--- config.mk ---
export PLATFORM = sky130hd
export DESIGN_NAME = apt_cell
export DESIGN_NICKNAME = d
export VERILOG_FILES = /design/src/design/apt_pkg.sv /design/src/design/apt_cell.sv
export SDC_FILE = /design/constraint.sdc
export NUM_CORES = 2
export LEC_CHECK = 0
export ABC_CLOCK_PERIOD_IN_PS = 9300
export CELL_PAD_IN_SITES_DETAIL_PLACEMENT = 1
export CELL_PAD_IN_SITES_GLOBAL_PLACEMENT = 2
export CORE_MARGIN = 8
export CORE_UTILIZATION = 25
export CTS_CLUSTER_SIZE = 25
export DETAILED_ROUTE_END_ITERATION = 7
export DONT_BUFFER_PORTS = 1
export PLACE_DENSITY = 0.56
export SLEW_MARGIN = 40
export SYNTH_ARGS = -nofsm -noshare
export SYNTH_HDL_FRONTEND = slang
export SYNTH_SLANG_ARGS = --single-unit
--- constraint.sdc ---
create_clock -name clk -period 9.3 [get_ports clk]
set_input_delay 0 -clock clk [delete_from_list [all_inputs] [get_ports clk]]
set_output_delay 0 -clock clk [all_outputs]
set_load 0.1 [all_outputs]
--- src/design/apt_pkg.sv ---
// apt_pkg: shared types and constants of the affine point transform.
// Used by apt_cell and affine_point_transform; depends on nothing.
package apt_pkg;

    localparam int POS_W = 4;

    localparam logic [1:0] FUNC_MWR = 2'd0;
    localparam logic [1:0] FUNC_OWR = 2'd1;
    localparam logic [1:0] FUNC_PNT = 2'd2;
    localparam logic [1:0] FUNC_VEC = 2'd3;

    localparam logic [1:0] OP_MWR  = 2'd0;
    localparam logic [1:0] OP_OWR  = 2'd1;
    localparam logic [1:0] OP_MAC  = 2'd2;
    localparam logic [1:0] OP_SKIP = 2'd3;

    localparam logic [31:0] Q_MAX = 32'h7fff_ffff;
    localparam logic [31:0] Q_MIN = 32'h8000_0000;

    // settle count, loaded when the final item leaves the last cell; the drain starts once it has run down
    localparam logic [1:0] SETTLE_CNT = 2'd3;

    typedef struct packed {
        logic             valid;
        logic [1:0]       op;
        logic [2:0]       tgt;
        logic [POS_W-1:0] addr;
        logic [31:0]      value;
        logic             last;
        logic             point;
    } item_t;

    typedef struct packed {
        logic [31:0] value;
        logic        sat;
    } res_t;

endpackage

--- src/design/apt_cell.sv ---
// apt_cell: one output coordinate; holds a matrix column, offset word and accumulator.
// Passes each transaction to its neighbor; results unload through a shift chain.
// Depends on apt_pkg.
module apt_cell
    import apt_pkg::*;
#(
    parameter int DIM = 8,
    parameter int IDX = 0
)
(
    input  logic  clk,
    input  logic  rst_n,
    input  item_t item_in,
    output item_t item_out,
    input  logic  shift,
    input  res_t  res_in,
    output res_t  res_out
);

    localparam int AW = $clog2(DIM);

    logic [31:0]        mem [DIM];
    logic [31:0]        off_reg;
    item_t              pass_reg;
    logic signed [31:0] rd_reg;
    logic signed [31:0] v1_reg;
    logic               mac1_reg, last1_reg, point1_reg;
    logic signed [63:0] prod_reg;
    logic               mac2_reg, last2_reg, point2_reg;
    logic signed [63:0] rnd_reg;
    logic               mac3_reg, last3_reg, point3_reg;
    logic [63:0]        acc_reg;
    logic               last4_reg, point4_reg;
    res_t               res_reg;
    logic [63:0]        sum;
    res_t               fin;
    logic               mine;

    assign mine = (int'(item_in.tgt) == IDX);

    always_ff @(posedge clk)
    begin
        if (item_in.valid && item_in.op == OP_MWR && mine)
        begin
            mem[AW'(item_in.addr)] <= item_in.value;
        end
        if (item_in.valid && item_in.op == OP_OWR && mine)
        begin
            off_reg <= item_in.value;
        end
        if (item_in.valid && item_in.op == OP_MAC)
        begin
            rd_reg <= mem[AW'(item_in.addr)];
        end
        v1_reg     <= item_in.value;
        point1_reg <= item_in.point;
        prod_reg   <= v1_reg * rd_reg;
        point2_reg <= point1_reg;
        rnd_reg    <= (prod_reg + 64'sd32768) >>> 16;
        point3_reg <= point2_reg;
        point4_reg <= point3_reg;
    end

    always_ff @(posedge clk or negedge rst_n)
    begin
        if (!rst_n)
        begin
            pass_reg  <= '0;
            mac1_reg  <= 1'b0;
            last1_reg <= 1'b0;
            mac2_reg  <= 1'b0;
            last2_reg <= 1'b0;
            mac3_reg  <= 1'b0;
            last3_reg <= 1'b0;
            last4_reg <= 1'b0;
            acc_reg   <= '0;
        end
        else
        begin
            pass_reg  <= item_in;
            mac1_reg  <= item_in.valid && item_in.op == OP_MAC;
            last1_reg <= item_in.valid && item_in.last;
            mac2_reg  <= mac1_reg;
            last2_reg <= last1_reg;
            mac3_reg  <= mac2_reg;
            last3_reg <= last2_reg;
            last4_reg <= last3_reg;
            if (last4_reg)
            begin
                acc_reg <= '0;
            end
            else if (mac3_reg)
            begin
                acc_reg <= acc_reg + 64'(rnd_reg);
            end
        end
    end

    always_comb
    begin
        sum = acc_reg;
        if (point4_reg)
        begin
            sum = acc_reg + {{32{off_reg[31]}}, off_reg};
        end
        fin.value = sum[31:0];
        fin.sat   = 1'b0;
        if (sum[62:31] != {32{sum[63]}})
        begin
            fin.value = sum[63] ? Q_MIN : Q_MAX;
            fin.sat   = 1'b1;
        end
    end

    always_ff @(posedge clk)
    begin
        if (last4_reg)
        begin
            res_reg <= fin;
        end
        else if (shift)
        begin
            res_reg <= res_in;
        end
    end

    assign item_out = pass_reg;
    assign res_out  = res_reg;

endmodule

# After elaboration in Yosys (flattened, before gate mapping)
# Memories as Yosys holds them, arrays and structs flattened. A register that Yosys moved wholly into a read port is not among the register bits.
# Cells that the tools add are included.
# classes
addsub	3
reduce_logical	10
eq_ne	3
multipliers	1
n_mux	9
# ops
cell	n
$mux W64	3
$add A64 B64 Y64	2
$mux W33	3
$add A64 B17 Y64 const B	1
$mul A32 B32 Y64	1
$mux W32	1
$ne A32 B32 Y1	1
$logic_and A1 B1 Y1	6
$reduce_bool A2 Y1	2
$logic_not A3 Y1	1
$eq A2 B1 Y1 const B	1
$eq A2 B2 Y1 const B	1
$logic_not A2 Y1	1
$mux W1	2
# word_totals
mem_bits_rw	256
memories	1
in_bits	80
word_cells	52
ff_bits	328
out_inout_bits	77
# memory_table
memory	words	word_bits	read_ports	rd_ports_with_merged_regs	write_ports	line	rtl
mem	8	32	1	1	1	apt_cell.sv:22	logic [31:0] mem [DIM];

# Logic depth before layout (Yosys ltp)
# logic_depth
word_depth	5
mapped_depth	34
depth_no_buf	33

# Least setup slack after synthesis
# OpenSTA, ideal clock, no wires.
# synth_path
kind	register to register
from	register rd_reg[2] (read register of mem)
to	register prod_reg[62]
setup_ns	0.072
t_arrival_ns	8.063
path_slack_ns	1.165
path_stages_with_launch	31
path_buffers	1
period_less_slack_ns	8.135
required_time_ns	9.228
cell_sequence	edfxtp_1 clkbuf_1 nand2_1 fa_1 inv_1 fa_1 inv_1 fa_1 fa_1 fa_1 inv_1 fa_1 inv_1 fa_1 fa_1 inv_1 ha_1 a21oi_1 o21ai_0 a221oi_1 nand3_1 a31o_2 a41o_1 a21o_1 a2111oi_0 o41a_1 o21bai_1 a21oi_1 o211ai_1 a21oi_1 xnor2_1
# synth_between
elab_chain_len	1
# synth_lines
item	line	rtl
start: declaration	apt_cell.sv:25	logic signed [31:0] rd_reg;
$mul A32 B32 Y64	apt_cell.sv:57	prod_reg <= v1_reg * rd_reg;
end signal: assignment	apt_cell.sv:57	
end: declaration	apt_cell.sv:28	logic signed [63:0] prod_reg;
# Every way passes these cells.
# A chain may end at the register's enable or synchronous reset.

# Worst setup path in the final report
# layout_path
from	register rd_reg[13] (read register of mem)
to	register prod_reg[62]
# The elaborated chain is that of the path after synthesis.

==> impl_table.tex <==
\begin{tabular}{lr}
\hline
Metric & Value \\
\hline
\multicolumn{2}{l}{\textbf{Timing}} \\
Worst-case headroom to the max-slew limit & 38.5\% \\
Fin. max-slew vios & 0 \\
Final worst path period share & 95.1\% \\
Least-Margin Pin Slew & 919 ps \\
Sum of negative setup slack & 0 ps \\
Fmax & 113 MHz \\
Fin worst setup slack & 452 ps \\
Final count of hold timing violations & 0 \\
Final worst clock skew & 35.9 ps \\
Final-report setup violation count & 0 \\
Setup repair after global routing missed its margin & no \\
Clock period minus worst slack & $\sim$8800 ps \\
\multicolumn{2}{l}{\textbf{Clocking}} \\
Clock latency on the worst-skew pair & 670 ps \\
CTS H-Tree Depth & 3 \\
Buffer depth of the longest clock path & 3 \\
TritonCTS clock tree & done \\
CTS Sinks & 601 \\
Clock edge transition at the registers on the reported setup and hold paths & 70 ps \\
Clock root buffer & sky130\_fd\_sc\_hd\_\_clkbuf\_16 \\
Clock buffers created by TritonCTS & 73 \\
\multicolumn{2}{l}{\textbf{Worst setup path}} \\
Critical setup path kind & reg -> reg \\
Reg2reg start & rd\_reg[13]\$\_DFFE\_PP\_ \\
Worst setup startpoint & rd\_reg[13]\$\_DFFE\_PP\_ \\
Number of cells on the worst reg-to-reg path & 30 \\
Kind of start point of the critical path & flip-flop \\
Critical path's largest stage delay & 750 ps \\
Buf+Inv Stages, Crit Path & 6 \\
Stages on worst setup path & 30 \\
Termination of the worst setup path & prod\_reg[62]\$\_DFF\_P\_ \\
RR Endpoint & prod\_reg[62]\$\_DFF\_P\_ \\
Gate family responsible for the most delay along the worst path & adder cells \\
CP max FO & 14 \\
Worst endpoint required time & approximately 9900 ps \\
Most numerous cell on the critical path & sky130\_fd\_sc\_hd\_\_fa\_1 \\
Reg-to-reg setup timing slack & 450 ps \\
CP max-delay cell & sky130\_fd\_sc\_hd\_\_edfxtp\_1 \\
Kind of end point of the critical path & flip-flop \\
Crit path arrival time & 9410 ps \\
\multicolumn{2}{l}{\textbf{Finish}} \\
Layout-stage area growth over the synthesis result & 12.8\% \\
Non-Filler Instances & 9,659 \\
Largest register FFs & 256 \\
Fraction of final layout cells sized beyond drive strength 1 & 6.09\% \\
Fin nets & 7,698 \\
Fin area & around 72,000 um\^{}2 \\
\multicolumn{2}{l}{\textbf{Drt}} \\
Average via count per standard cell & 4.58 \\
Routed WL per cell & 22.3 um \\
Routed wire length & 215 mm \\
Vias & 44.2k \\
Number of DRC markers in iteration 0 & 2,368 \\
DRC violations left & 0 \\
Final ANT Viol Nets & 0 \\
Iteration count of the initial detailed-routing pass & 5 \\
\multicolumn{2}{l}{\textbf{Place}} \\
Detailed placer's ending HPWL & 170 mm \\
Post-DP Area & 68,000 um\^{}2 \\
Final Wtd Congestion & between 0.8 and 0.9 \\
IO Port Bufs & 0 \\
Setup slack after placement & 68.3 ps \\
Placed cell count & $\sim$9.4k \\
\multicolumn{2}{l}{\textbf{Synthesis}} \\
Synth Warn \# & 0 \\
Number of nets produced by synthesis & 7,659 \\
Count of distinct cell types in the synthesized netlist & 98 \\
Post-synth top area share & 34.1\% \\
Largest area contributor in the synthesized netlist & sky130\_fd\_sc\_hd\_\_fa\_1 \\
Leading cell type by number of instances after synthesis & sky130\_fd\_sc\_hd\_\_fa\_1 \\
Mean area per synthesized cell & approximately 10 um\^{}2 \\
Area of the mapped netlist & 63,500 um\^{}2 \\
Number of cells produced by synthesis & 6,189 \\
Top flip-flop cell by instance count after synthesis & sky130\_fd\_sc\_hd\_\_edfxtp\_1 \\
Most area-consuming cells after synthesis & sky130\_fd\_sc\_hd\_\_fa\_1 (34\%), sky130\_fd\_sc\_hd\_\_edfxtp\_1 (17\%), sky130\_fd\_sc\_hd\_\_inv\_1 (6.3\%) \\
Number of enable-type register cells in the synthesized netlist & 353 \\
Proportion of synthesized chip area in sequential cells & approximately 25\% \\
Flip-flop and latch count after synthesis & 601 \\
Fraction of synthesis flops using an asynchronous set or reset pin & 19.1\% \\
Commonest cells in the netlist & sky130\_fd\_sc\_hd\_\_fa\_1 (1,083), sky130\_fd\_sc\_hd\_\_inv\_1 (1,071), sky130\_fd\_sc\_hd\_\_nand2\_1 (675), sky130\_fd\_sc\_hd\_\_and2\_1 (485), sky130\_fd\_sc\_hd\_\_edfxtp\_1 (353) \\
\multicolumn{2}{l}{\textbf{Die}} \\
Row Count & about 190 \\
Floorplan die width & 520 um \\
Die footprint & 270,000 um\^{}2 \\
Effective utilization at floorplan & 25.1\% \\
CORE AREA & 253,000 um\^{}2 \\
Vert. Die Dim & 520 um \\
Number of primary I/O pins & around 160 \\
\multicolumn{2}{l}{\textbf{GRT}} \\
Via count of the first global-routing pass & 49.5k \\
Antenna violations before repair & 23 \\
Global route overflow & 0 \\
Global-route usage over all layers & 15.8\% \\
First-pass GRT wire length & about 330 mm \\
Maximum number of pins on one net before global-route repair & 114 \\
\multicolumn{2}{l}{\textbf{Run status}} \\
Outcome & completed \\
\multicolumn{2}{l}{\textbf{Run}} \\
Number of max-cap violations & 0 \\
\multicolumn{2}{l}{\textbf{Min path}} \\
Worst min-delay path class & in -> reg \\
\hline
\end{tabular}
cells by family after synthesis:
kind of cell / after synthesis / share of synthesized area (%)
AOI/OAI and AO/OA: 758 / 8.18
DFF: 601 / 25.4
xor gates and xnor gates: 204 / 2.81
buffers and inverters: 1378 / 8.23
and+or+nand+nor: 1775 / 13.8
muxes: 83 / 1.33
adders and majority gates: 1390 / 40.2
timing repair:
| item | in CTS | in global routing |
|---|---|---|
| setup endpoints to repair | 0 | 8 |
| buffers inserted | 0 | 3 |
| gates resized for setup | 0 | 8 |
| endpoints found under the hold margin | 644 | 212 |
| hold buffers | 91 | 18 |
cell type report:
cell class	count	area, um^2
fillers	28500	182000
multi-input cells	4210	42300
flip-flops and latches	601	16200
well taps	3366	4210
inverters	1072	4020
repair buffers	270	2550
clock buffers	85	1940
clock inverters	48	474
diodes	7	17.5
how the worst min path moves through the flow:
| stage | from | slack [ps] | to | cells after the start |
|---|---|---|---|---|
| detailed placement | rst_n | -290 | last4_reg$_DFF_PN0_ | 0 |
| CTS | rst_n | 3 | last1_reg$_DFF_PN0_ | 2 |
| global route | item_in[34] | 20 | item_out[34]$_DFF_PN0_ | 1 |
| finish | item_in[34] | 70 | item_out[34]$_DFF_PN0_ | 1 |
| global placement | rst_n | -290 | last4_reg$_DFF_PN0_ | 0 |
| floorplan | rst_n | -300 | acc_reg[0]$_DFFE_PN0P_ | 0 |
placed cells by master (no fill, tap or decap), types with 68 or more instances in the layout:
cell                               n
sky130_fd_sc_hd__a21o_1          110
sky130_fd_sc_hd__a21oi_1         180
sky130_fd_sc_hd__a22oi_1         131
sky130_fd_sc_hd__and2_1          484
sky130_fd_sc_hd__buf_4           132
sky130_fd_sc_hd__clkbuf_16        75
sky130_fd_sc_hd__dfrtp_1          94
sky130_fd_sc_hd__dfxtp_1         127
sky130_fd_sc_hd__dlygate4sd3_1    90
sky130_fd_sc_hd__edfxtp_1        353
sky130_fd_sc_hd__fa_1           1082
sky130_fd_sc_hd__ha_1            307
sky130_fd_sc_hd__inv_1          1071
sky130_fd_sc_hd__mux2i_1          77
sky130_fd_sc_hd__nand2_1         675
sky130_fd_sc_hd__nand3_1          68
sky130_fd_sc_hd__nand4_1          88
sky130_fd_sc_hd__nor2_1          225
sky130_fd_sc_hd__o21ai_0          88
sky130_fd_sc_hd__xnor2_1         133
sky130_fd_sc_hd__xor2_1           70
worst reg2reg max path: cells and delay by family, from the launching register on:
family	cells	cell delay, ps
XOR/XNOR	1	150
adder cells (fa/ha/maj)	9	4170
buffers and inverters	6	450
AO/OA/AOI/OAI	12	2930
AND/OR/NAND/NOR	2	290
flip-flops	1	750
metal layers:
layer	vias to the layer above	track usage, %	part of all wire (%)
met5	-	0	0.023
met4	8	2.97	1.7
met3	205	2.83	5.1
met2	874	24.4	43
met1	23400	23.3	50
li1	19700	-	-
metrics by stage:
step / hold slack, ps / util, %
final: 72.7 / 28.3
after CTS: 2.97 / 28.2
after detailed placement: -291 / 26.8
after global routing: 24.1 / 28.3
after floorplan: -296 / -
after global placement: -291 / 26.7
Power is left out: the tool's default activity adds up to more than one toggle a clock period on the data nets, which glitch-free logic cannot reach.
